File: config.mk
export PLATFORM = sky130hd
export DESIGN_NAME = euler_number_bit_quads_unit
export DESIGN_NICKNAME = d
export VERILOG_FILES = /design/src/sv/enbq_pkg.sv /design/src/sv/euler_number_bit_quads_unit.sv /design/src/sv/enbq_front.sv /design/src/sv/enbq_queue.sv /design/src/sv/enbq_back.sv
export SDC_FILE = /design/constraint.sdc
export NUM_CORES = 2
export LEC_CHECK = 0
export CAP_MARGIN = 25
export CORE_MARGIN = 4
export CORE_UTILIZATION = 49
export DETAILED_ROUTE_END_ITERATION = 10
export DONT_BUFFER_PORTS = 1
export PLACE_DENSITY = 0.66
export SLEW_MARGIN = 20
export SYNTH_ARGS = -nofsm -noshare
export SYNTH_HDL_FRONTEND = slang
export SYNTH_HIERARCHICAL = 1
export SYNTH_SLANG_ARGS = --single-unit
File: constraint.sdc
create_clock -name clk -period 31.7 [get_ports clk]
set_input_delay 4.755 -clock clk [delete_from_list [all_inputs] [get_ports clk]]
set_output_delay 4.755 -clock clk [all_outputs]
set_load 0.05 [all_outputs]
File: src/sv/enbq_pkg.sv
// shared types and constants for the bit-quad euler number unit
// no dependencies; imported by every module of the unit
`default_nettype none

package enbq_pkg;

    // frame size limits and derived widths
    localparam int MAX_WIDTH  = 1024;
    localparam int MAX_HEIGHT = 1024;
    localparam int COL_W      = $clog2(MAX_WIDTH);
    localparam int ROW_W      = $clog2(MAX_HEIGHT);

    // field widths
    localparam int PIXEL_W = 8;
    localparam int THR_W   = 8;
    localparam int SIZE_W  = 11;
    localparam int COUNT_W = 20;
    localparam int ACC_W   = 22;

    // configuration port
    localparam int CFG_INDEX_W = 2;
    localparam int CFG_DATA_W  = 11;
    localparam logic [CFG_INDEX_W-1:0] CFG_THRESHOLD    = 2'd0;
    localparam logic [CFG_INDEX_W-1:0] CFG_IMAGE_WIDTH  = 2'd1;
    localparam logic [CFG_INDEX_W-1:0] CFG_IMAGE_HEIGHT = 2'd2;

    localparam logic [THR_W-1:0]  RESET_THRESHOLD = 8'd127;
    localparam logic [SIZE_W-1:0] RESET_SIZE      = 11'd28;

    // window queue between front and back
    localparam int QUEUE_DEPTH = 4;
    localparam int QPTR_W      = $clog2(QUEUE_DEPTH);
    localparam int QCNT_W      = $clog2(QUEUE_DEPTH + 1);

    typedef struct packed {
        logic [THR_W-1:0]  threshold;
        logic [SIZE_W-1:0] image_width;
        logic [SIZE_W-1:0] image_height;
    } cfg_t;

    typedef enum logic [1:0] {
        WIN_NONE   = 2'd0,
        WIN_SINGLE = 2'd1,
        WIN_TRIPLE = 2'd2,
        WIN_DIAG   = 2'd3
    } win_kind_t;

    typedef struct packed {
        win_kind_t kind;
        logic      last;
    } quad_item_t;

    // saturate a configured size into 2..hi and return the last index
    function automatic logic [SIZE_W-1:0] last_index(input logic [SIZE_W-1:0] v,
                                                      input logic [SIZE_W-1:0] hi);
        logic [SIZE_W-1:0] s;
        if (v < SIZE_W'(2))
            s = SIZE_W'(2);
        else if (v > hi)
            s = hi;
        else
            s = v;
        return s - SIZE_W'(1);
    endfunction

endpackage

`default_nettype wire

File: src/sv/euler_number_bit_quads_unit.sv
// euler number by bit-quad counting, one grayscale pixel per cycle while the queue has room
// the last pixel of a frame passes stage one, the window queue, then the result register
// 1 pixel per cycle with queue room, set by the single-port read-first line buffer
// reset: threshold 127, width and height 28, frame position and totals cleared;
// line buffer is not cleared and needs no clearing pass
// depends on enbq_pkg, enbq_front, enbq_queue, enbq_back
`default_nettype none

module euler_number_bit_quads_unit (
    input  wire logic                                clk,
    input  wire logic                                rst_n,
    // configuration write port
    input  wire logic                                cfg_we,
    input  wire logic [enbq_pkg::CFG_INDEX_W-1:0]    cfg_index,
    input  wire logic [enbq_pkg::CFG_DATA_W-1:0]     cfg_data,
    // pixel stream
    input  wire logic                                s_axis_tvalid,
    output logic                                     s_axis_tready,
    input  wire logic [7:0]                          s_axis_tdata,   // pixel[7:0]
    // result stream
    output logic                                     m_axis_tvalid,
    input  wire logic                                m_axis_tready,
    // euler_number[19:0], single_count[39:20], triple_count[59:40], diagonal_count[79:60]
    output logic [79:0]                              m_axis_tdata
);
    import enbq_pkg::*;

    cfg_t       cfg_reg;
    quad_item_t push_item, head;
    logic       push, pop, queue_full, queue_empty;
    logic [COUNT_W-1:0] euler_number, single_count, triple_count, diagonal_count;

    // configuration registers; writes to indexes past the list are dropped
    always_ff @(posedge clk or negedge rst_n)
    begin
        if (!rst_n)
        begin
            cfg_reg.threshold    <= RESET_THRESHOLD;
            cfg_reg.image_width  <= RESET_SIZE;
            cfg_reg.image_height <= RESET_SIZE;
        end
        else if (cfg_we)
        begin
            case (cfg_index)
                CFG_THRESHOLD:    cfg_reg.threshold    <= cfg_data[THR_W-1:0];
                CFG_IMAGE_WIDTH:  cfg_reg.image_width  <= cfg_data[SIZE_W-1:0];
                CFG_IMAGE_HEIGHT: cfg_reg.image_height <= cfg_data[SIZE_W-1:0];
                default:          cfg_reg <= cfg_reg;
            endcase
        end
    end

    // front: binarize, line buffer, window classification
    enbq_front u_front (
        .clk        (clk),
        .rst_n      (rst_n),
        .cfg        (cfg_reg),
        .in_valid   (s_axis_tvalid),
        .in_ready   (s_axis_tready),
        .pixel      (s_axis_tdata),
        .push       (push),
        .push_item  (push_item),
        .queue_full (queue_full)
    );

    // decouples the pixel side from result back-pressure
    enbq_queue u_queue (
        .clk       (clk),
        .rst_n     (rst_n),
        .push      (push),
        .push_item (push_item),
        .pop       (pop),
        .head      (head),
        .full      (queue_full),
        .empty     (queue_empty)
    );

    // back: totals and the result register
    enbq_back u_back (
        .clk            (clk),
        .rst_n          (rst_n),
        .head           (head),
        .empty          (queue_empty),
        .pop            (pop),
        .out_valid      (m_axis_tvalid),
        .out_ready      (m_axis_tready),
        .euler_number   (euler_number),
        .single_count   (single_count),
        .triple_count   (triple_count),
        .diagonal_count (diagonal_count)
    );

    assign m_axis_tdata = {diagonal_count, triple_count, single_count, euler_number};

endmodule

`default_nettype wire

File: src/sv/enbq_front.sv
// front end: binarizes pixels, keeps the one-bit line buffer and frame position,
// classifies each 2x2 window; depends on enbq_pkg
`default_nettype none

module enbq_front (
    input  wire logic                        clk,
    input  wire logic                        rst_n,
    input  wire enbq_pkg::cfg_t              cfg,
    input  wire logic                        in_valid,
    output logic                             in_ready,
    input  wire logic [enbq_pkg::PIXEL_W-1:0] pixel,
    output logic                             push,
    output enbq_pkg::quad_item_t             push_item,
    input  wire logic                        queue_full
);
    import enbq_pkg::*;

    logic              accept;
    logic [COL_W-1:0]  column_index_reg, column_index_next;
    logic [ROW_W-1:0]  row_index_reg, row_index_next;
    logic [SIZE_W-1:0] col_last, row_last;
    logic              col_end, row_end, fg_bit;

    logic              line_mem [MAX_WIDTH];

    // stage one registers
    logic s1_valid_reg, s1_valid_next;
    logic s1_bit_reg, s1_win_reg, s1_last_reg, s1_above_reg;

    // window neighbors in item order
    logic left_bit_reg, upper_left_reg;
    logic [2:0] ones;

    assign col_last = last_index(cfg.image_width, SIZE_W'(MAX_WIDTH));
    assign row_last = last_index(cfg.image_height, SIZE_W'(MAX_HEIGHT));
    assign col_end  = SIZE_W'(column_index_reg) >= col_last;
    assign row_end  = SIZE_W'(row_index_reg) >= row_last;
    assign fg_bit   = pixel >= cfg.threshold;

    assign push     = s1_valid_reg && !queue_full;
    assign in_ready = !s1_valid_reg || push;
    assign accept   = in_valid && in_ready;

    always_comb
    begin
        column_index_next = column_index_reg;
        row_index_next    = row_index_reg;
        if (accept)
        begin
            if (col_end)
            begin
                column_index_next = '0;
                row_index_next    = row_end ? '0 : row_index_reg + ROW_W'(1);
            end
            else
            begin
                column_index_next = column_index_reg + COL_W'(1);
            end
        end
        s1_valid_next = accept ? 1'b1 : (push ? 1'b0 : s1_valid_reg);
    end

    // read-first line buffer: old bit is the pixel above, new bit replaces it
    always_ff @(posedge clk)
    begin
        if (accept)
        begin
            line_mem[column_index_reg] <= fg_bit;
            s1_above_reg               <= line_mem[column_index_reg];
            s1_bit_reg                 <= fg_bit;
            s1_win_reg                 <= (row_index_reg != '0) && (column_index_reg != '0);
            s1_last_reg                <= col_end && row_end;
        end
    end

    always_ff @(posedge clk or negedge rst_n)
    begin
        if (!rst_n)
        begin
            column_index_reg <= '0;
            row_index_reg    <= '0;
            s1_valid_reg     <= 1'b0;
            left_bit_reg     <= 1'b0;
            upper_left_reg   <= 1'b0;
        end
        else
        begin
            column_index_reg <= column_index_next;
            row_index_reg    <= row_index_next;
            s1_valid_reg     <= s1_valid_next;
            if (push)
            begin
                left_bit_reg   <= s1_bit_reg;
                upper_left_reg <= s1_above_reg;
            end
        end
    end

    // window: upper-left, upper-right (above), lower-left, lower-right (new)
    assign ones = 3'(upper_left_reg) + 3'(s1_above_reg) + 3'(left_bit_reg) + 3'(s1_bit_reg);

    always_comb
    begin
        push_item.last = s1_last_reg;
        push_item.kind = WIN_NONE;
        if (s1_win_reg)
        begin
            case (ones)
                3'd1:    push_item.kind = WIN_SINGLE;
                3'd3:    push_item.kind = WIN_TRIPLE;
                3'd2:
                begin
                    if ((upper_left_reg && s1_bit_reg) || (s1_above_reg && left_bit_reg))
                        push_item.kind = WIN_DIAG;
                end
                default: push_item.kind = WIN_NONE;
            endcase
        end
    end

endmodule

`default_nettype wire

File: src/sv/enbq_queue.sv
// short fifo of classified windows between front and back
// depends on enbq_pkg
`default_nettype none

module enbq_queue (
    input  wire logic                 clk,
    input  wire logic                 rst_n,
    input  wire logic                 push,
    input  wire enbq_pkg::quad_item_t push_item,
    input  wire logic                 pop,
    output enbq_pkg::quad_item_t      head,
    output logic                      full,
    output logic                      empty
);
    import enbq_pkg::*;

    quad_item_t        slot_reg [QUEUE_DEPTH];
    logic [QPTR_W-1:0] wr_ptr_reg, rd_ptr_reg;
    logic [QCNT_W-1:0] count_reg, count_next;

    assign full  = count_reg == QCNT_W'(QUEUE_DEPTH);
    assign empty = count_reg == '0;
    assign head  = slot_reg[rd_ptr_reg];

    always_comb
    begin
        count_next = count_reg;
        if (push && !pop)
            count_next = count_reg + QCNT_W'(1);
        else if (pop && !push)
            count_next = count_reg - QCNT_W'(1);
    end

    always_ff @(posedge clk)
    begin
        if (push)
            slot_reg[wr_ptr_reg] <= push_item;
    end

    always_ff @(posedge clk or negedge rst_n)
    begin
        if (!rst_n)
        begin
            wr_ptr_reg <= '0;
            rd_ptr_reg <= '0;
            count_reg  <= '0;
        end
        else
        begin
            count_reg <= count_next;
            if (push)
                wr_ptr_reg <= (wr_ptr_reg == QPTR_W'(QUEUE_DEPTH - 1)) ? '0
                                                                      : wr_ptr_reg + QPTR_W'(1);
            if (pop)
                rd_ptr_reg <= (rd_ptr_reg == QPTR_W'(QUEUE_DEPTH - 1)) ? '0
                                                                      : rd_ptr_reg + QPTR_W'(1);
        end
    end

endmodule

`default_nettype wire

File: src/sv/enbq_back.sv
// back end: window totals, running euler sum and the result register
// depends on enbq_pkg
`default_nettype none

module enbq_back (
    input  wire logic                         clk,
    input  wire logic                         rst_n,
    input  wire enbq_pkg::quad_item_t         head,
    input  wire logic                         empty,
    output logic                              pop,
    output logic                              out_valid,
    input  wire logic                         out_ready,
    output logic [enbq_pkg::COUNT_W-1:0]      euler_number,
    output logic [enbq_pkg::COUNT_W-1:0]      single_count,
    output logic [enbq_pkg::COUNT_W-1:0]      triple_count,
    output logic [enbq_pkg::COUNT_W-1:0]      diagonal_count
);
    import enbq_pkg::*;

    logic [COUNT_W-1:0] single_reg, single_next;
    logic [COUNT_W-1:0] triple_reg, triple_next;
    logic [COUNT_W-1:0] diag_reg, diag_next;
    // acc = single - triple + 2*diag; acc_p3 tracks acc + 3 for rounding toward zero
    logic [ACC_W-1:0]   acc_reg, acc_next;
    logic [ACC_W-1:0]   acc_p3_reg, acc_p3_next;
    logic               out_valid_reg, out_valid_next;
    logic               out_free, load;
    logic [COUNT_W-1:0] euler_reg, single_out_reg, triple_out_reg, diag_out_reg;

    assign out_free = !out_valid_reg || out_ready;
    assign pop      = !empty && (!head.last || out_free);
    assign load     = pop && head.last;

    always_comb
    begin
        single_next = single_reg;
        triple_next = triple_reg;
        diag_next   = diag_reg;
        acc_next    = acc_reg;
        acc_p3_next = acc_p3_reg;
        if (pop)
        begin
            case (head.kind)
                WIN_SINGLE:
                begin
                    single_next = single_reg + COUNT_W'(1);
                    acc_next    = acc_reg + ACC_W'(1);
                    acc_p3_next = acc_p3_reg + ACC_W'(1);
                end
                WIN_TRIPLE:
                begin
                    triple_next = triple_reg + COUNT_W'(1);
                    acc_next    = acc_reg - ACC_W'(1);
                    acc_p3_next = acc_p3_reg - ACC_W'(1);
                end
                WIN_DIAG:
                begin
                    diag_next   = diag_reg + COUNT_W'(1);
                    acc_next    = acc_reg + ACC_W'(2);
                    acc_p3_next = acc_p3_reg + ACC_W'(2);
                end
                default:
                begin
                    acc_next = acc_reg;
                end
            endcase
        end
        out_valid_next = load ? 1'b1 : (out_ready ? 1'b0 : out_valid_reg);
    end

    always_ff @(posedge clk)
    begin
        if (load)
        begin
            euler_reg      <= acc_next[ACC_W-1] ? acc_p3_next[ACC_W-1:2] : acc_next[ACC_W-1:2];
            single_out_reg <= single_next;
            triple_out_reg <= triple_next;
            diag_out_reg   <= diag_next;
        end
    end

    always_ff @(posedge clk or negedge rst_n)
    begin
        if (!rst_n)
        begin
            single_reg    <= '0;
            triple_reg    <= '0;
            diag_reg      <= '0;
            acc_reg       <= '0;
            acc_p3_reg    <= ACC_W'(3);
            out_valid_reg <= 1'b0;
        end
        else
        begin
            out_valid_reg <= out_valid_next;
            if (load)
            begin
                single_reg <= '0;
                triple_reg <= '0;
                diag_reg   <= '0;
                acc_reg    <= '0;
                acc_p3_reg <= ACC_W'(3);
            end
            else
            begin
                single_reg <= single_next;
                triple_reg <= triple_next;
                diag_reg   <= diag_next;
                acc_reg    <= acc_next;
                acc_p3_reg <= acc_p3_next;
            end
        end
    end

    assign out_valid      = out_valid_reg;
    assign euler_number   = euler_reg;
    assign single_count   = single_out_reg;
    assign triple_count   = triple_out_reg;
    assign diagonal_count = diag_out_reg;

endmodule

`default_nettype wire

==> impl.org <==
** Critical path
- The number of buffers and inverters on the critical path is 6.
- Traced cell by cell, the critical path runs through inv_1, ha_1, nand2b_1, a21o_1, a21o_1, a21o_1, a21oi_1, nor2b_1, o21ai_0, a21oi_4, buf_4, buf_4, buf_6, buf_4, buf_4.
- Worst setup SP type :: primary input
- For flop-to-flop paths, the worst setup slack is 25,620 ps.
- Largest delay share family, worst path :: buffers and inverters
- The critical path starts at s_axis_tdata[0].
- End of the critical path :: u_front/line_mem[382]
- In this run the critical register-to-register path is captured at u_front/line_mem[382].
- Among the stages of the critical path, the cell type that occurs most often is buf_4.
- RR Startpoint :: cfg_reg[23]
- Critical path type :: in -> reg
- The critical path crosses 15 cells after its start point.
- Worst reg2reg path depth :: 14
- For this run, the slowest stage of the critical path takes 890 ps.
- For this design, the slowest cell found on the critical path is buf_4.
- The worst setup path is captured at a flip-flop.
- Along the worst path, the maximum fanout reaches 127.
- At the worst endpoint, the arrival time is 10,060 ps.
- At the worst endpoint, the required time is 32,110 ps.

** Floorplan
- The die is between 300 and 400 um tall.
- I/O pins :: 108
- In this run the horizontal extent of the chip is 360 um.
- Cell Rows :: ~130
- The core region is ~0.12 mm^2.
- Initial cell density of the core :: 49.5%
- The die covers 0.129 mm^2.

** Placement
- Count of port buffers added during placement :: 0
- The HPWL after detailed placement is 92.8 mm.
- GP Congestion :: 0.861

** Final layout
- Of the cells placed in the final design, the portion with a size suffix greater than 1 is between 10% and 20%.
- After the last flow step, the layout net total stands at 4,930.
- Compared with the post-synthesis result, the final layout area differs by 8.85%.
- Filler instances :: 10,300
- Area taken by multi-input logic gates :: ~0.021 mm^2
- Number of flip-flops under the largest register name :: between 1,000 and 1,500
- The repair_antennas step left the layout with diodes totalling 0.
- Registers take 0.0378 mm^2.

** Logic synthesis
- Netlist Area Pre-Place :: between 0.06 and 0.07 mm^2
- Register area share after synthesis :: 62.4%
- For this run, the leading register cell type out of synthesis is edfxtp_1.
- Leading area contributor after synthesis :: edfxtp_1
- Each instance of the synthesized netlist takes up on average ~12 um^2.
- Number of enable-type register cells in the synthesized netlist :: 1,120
- Of the post-synthesis cell area, the dominant cell type holds 55.5%.
- Synthesized instance count :: 5,024
- When the netlist entered floorplanning its net count stood at 5,108.
- Counting instances in the post-synthesis netlist gives the leading cell types as 1,205 x nor2_1, 1,120 x edfxtp_1, 497 x mux2i_1.
- In the synthesized netlist the async set-or-reset flop fraction comes to between 10% and 20%.
- Number of warning messages in the yosys log :: 6
- Largest cells by area after synthesis :: edfxtp_1 56%, mux2i_1 8.2%, nor2_1 7.5%, dfrtp_1 6.2%, o22ai_1 2.5%
- Yosys mapped the design onto roughly 110 distinct sky130hd cell types.
- Yosys instantiated no cell more often than nor2_1.
- Yosys reg bits :: 1,285

** Detailed routing
- Vias per cell :: 6.22
- Summing over every cut layer, the via total after detailed routing is 40,800.
- The final layout contains routed wiring with a total length of 171 mm.
- Average routed wire per standard cell :: 26.1 um
- The first routing iteration left 5,140 violations.
- Routed Antenna Nets :: 0
- First drt pass iteration count :: 9
- DRC violation count after routing :: 0

** Power and ir drop
- The worst-case IR drop observed on VDD is 0.134 mV.
- LEAKAGE :: roughly 22 nW
- For this design the ratio of total power to cell area is 89.8 mW/mm^2.

** Global routing
- Aggregate global routing overflow :: 0
- Entering global routing, the biggest net connects around 290 pins.
- Number of global-route vias before repair :: approximately 39,000
- Initial antenna violation count :: 1
- First-pass GRT wire length :: 251 mm
- Overall fraction of global-route tracks in use :: 25.7%

** Clock network
- Resize count post-CTS :: 0
- TritonCTS built the clock tree.
- CTS hold repair buffers :: 0
- The clock passes through at most 3 buffers.
- CTS saw 1,285 sinks.
- The tree is rooted in a clkbuf_16.
- Number of buffers inserted during clock tree synthesis :: ~130
- Clock-pin slew on the worst setup and hold paths :: 60 ps
- H-tree Lvls :: 4
- Clk Latency, worst-skew pair :: 770 ps
- Total setup buffers inserted after CTS :: 0

** STA
- For the pin with the worst max-slew slack, the measured transition is about 1100 ps.
- For the finished layout, the period the worst path requires is ~9700 ps.
- Hold timing on the final database bottoms out at a slack of approximately 510 ps.
- Measured against its own limit, the worst slew margin works out to 27.0%.
- The final count of hold timing violations was 0.
- Unrepaired setup endpoints after global routing :: false
- Setup total negative slack on the finished layout was measured at 0 ps.
- Derived from the worst setup path, the maximum achievable clock frequency is 0.104 GHz.
- Max-slew violations :: 0
- Setup violations remaining at the end of the flow were counted as 0.
- Post-route fraction of the period consumed by the critical path :: 30.4%
- For the final database, setup skew stands at 24.9 ps.

** Status
- Run status :: complete, no violations

** Job
- Maximum Capacitance Violations :: 0

** Hold path
- Worst hold-check path type :: reg -> reg
==> cell usage in the layout, fill, tap and decap left out, drive strengths merged, types with 52 or more instances in the layout <==
master  synthesis  layout
mux2           57      57
clkbuf        279     169
o21ai          91      91
ha             56      56
nor2b          65      65
buf           154     119
inv            45      52
dfrtp         150     150
xnor2          72      72
mux2i         497     497
nor2         1205    1205
o22ai         240     240
nand2         220     220
nand3          65      65
edfxtp       1120    1120
a21oi          71      71
nor3           70      70
==> metrics by stage <==
stage	instances	power [mW]	util (%)	setup WS, ps	instance area (um^2)
after floorplan	5024	3.96	-	6720	60600
after global placement	6320	4.40	50.4	21360	61600
after detailed placement	6331	4.44	50.5	21200	61800
after CTS	6563	5.92	53.8	21980	65800
after global routing	6568	6.16	53.9	21700	65900
final	6568	5.92	53.9	22050	65900
==> layout make-up <==
class                   instances  share of cell area, %
clock buffers                 169                   5.34
clock inverters                63                  0.793
inverters                      46                  0.262
multi-input cells            3260                   31.6
flip-flops and latches       1285                   57.3
well taps                    1625                   3.08
repair buffers                120                   1.64
==> how the worst min path moves through the flow <==
stage / from / cells past startpoint / end / slack (ps)
after floorplan: u_queue/count_reg[2] / 1 / u_queue/count_reg[2] / 460
after global placement: u_queue/count_reg[2] / 1 / u_queue/count_reg[2] / 470
after detailed placement: u_queue/count_reg[2] / 1 / u_queue/count_reg[2] / 480
after CTS: u_queue/count_reg[2] / 1 / u_queue/count_reg[2] / 500
after global routing: cfg_reg[29] / 1 / cfg_reg[29] / 530
final: u_queue/count_reg[2] / 1 / u_queue/count_reg[2] / 510
==> per-layer routing <==
layer / share of wire (%) / vias to the layer above / track usage, %
li1: - / 17900 / -
met2: 48 / 2019 / 42.7
met3: 9.4 / 412 / 4.80
met4: 3.7 / 2 / 9.37
met5: 0.0076 / - / 0
met1: 39 / 20500 / 33.8
==> report_power, final <==
part           leakage, nW  switching (mW)  total (mW)  internal (mW)
logic                 7.94            1.34        2.02          0.682
registers             12.4           0.312        2.42           2.10
clock network         1.98           0.650        1.49          0.836
==> kinds of logic after synthesis <==
family,share of synthesized area [%]
simple gates,13.8
flops,62.4
compound gates,7.06
mux,10.3
buf+inv,3.65
xor+xnor,1.59
fa+ha+maj,1.22
(Power assumes the default switching activity.)
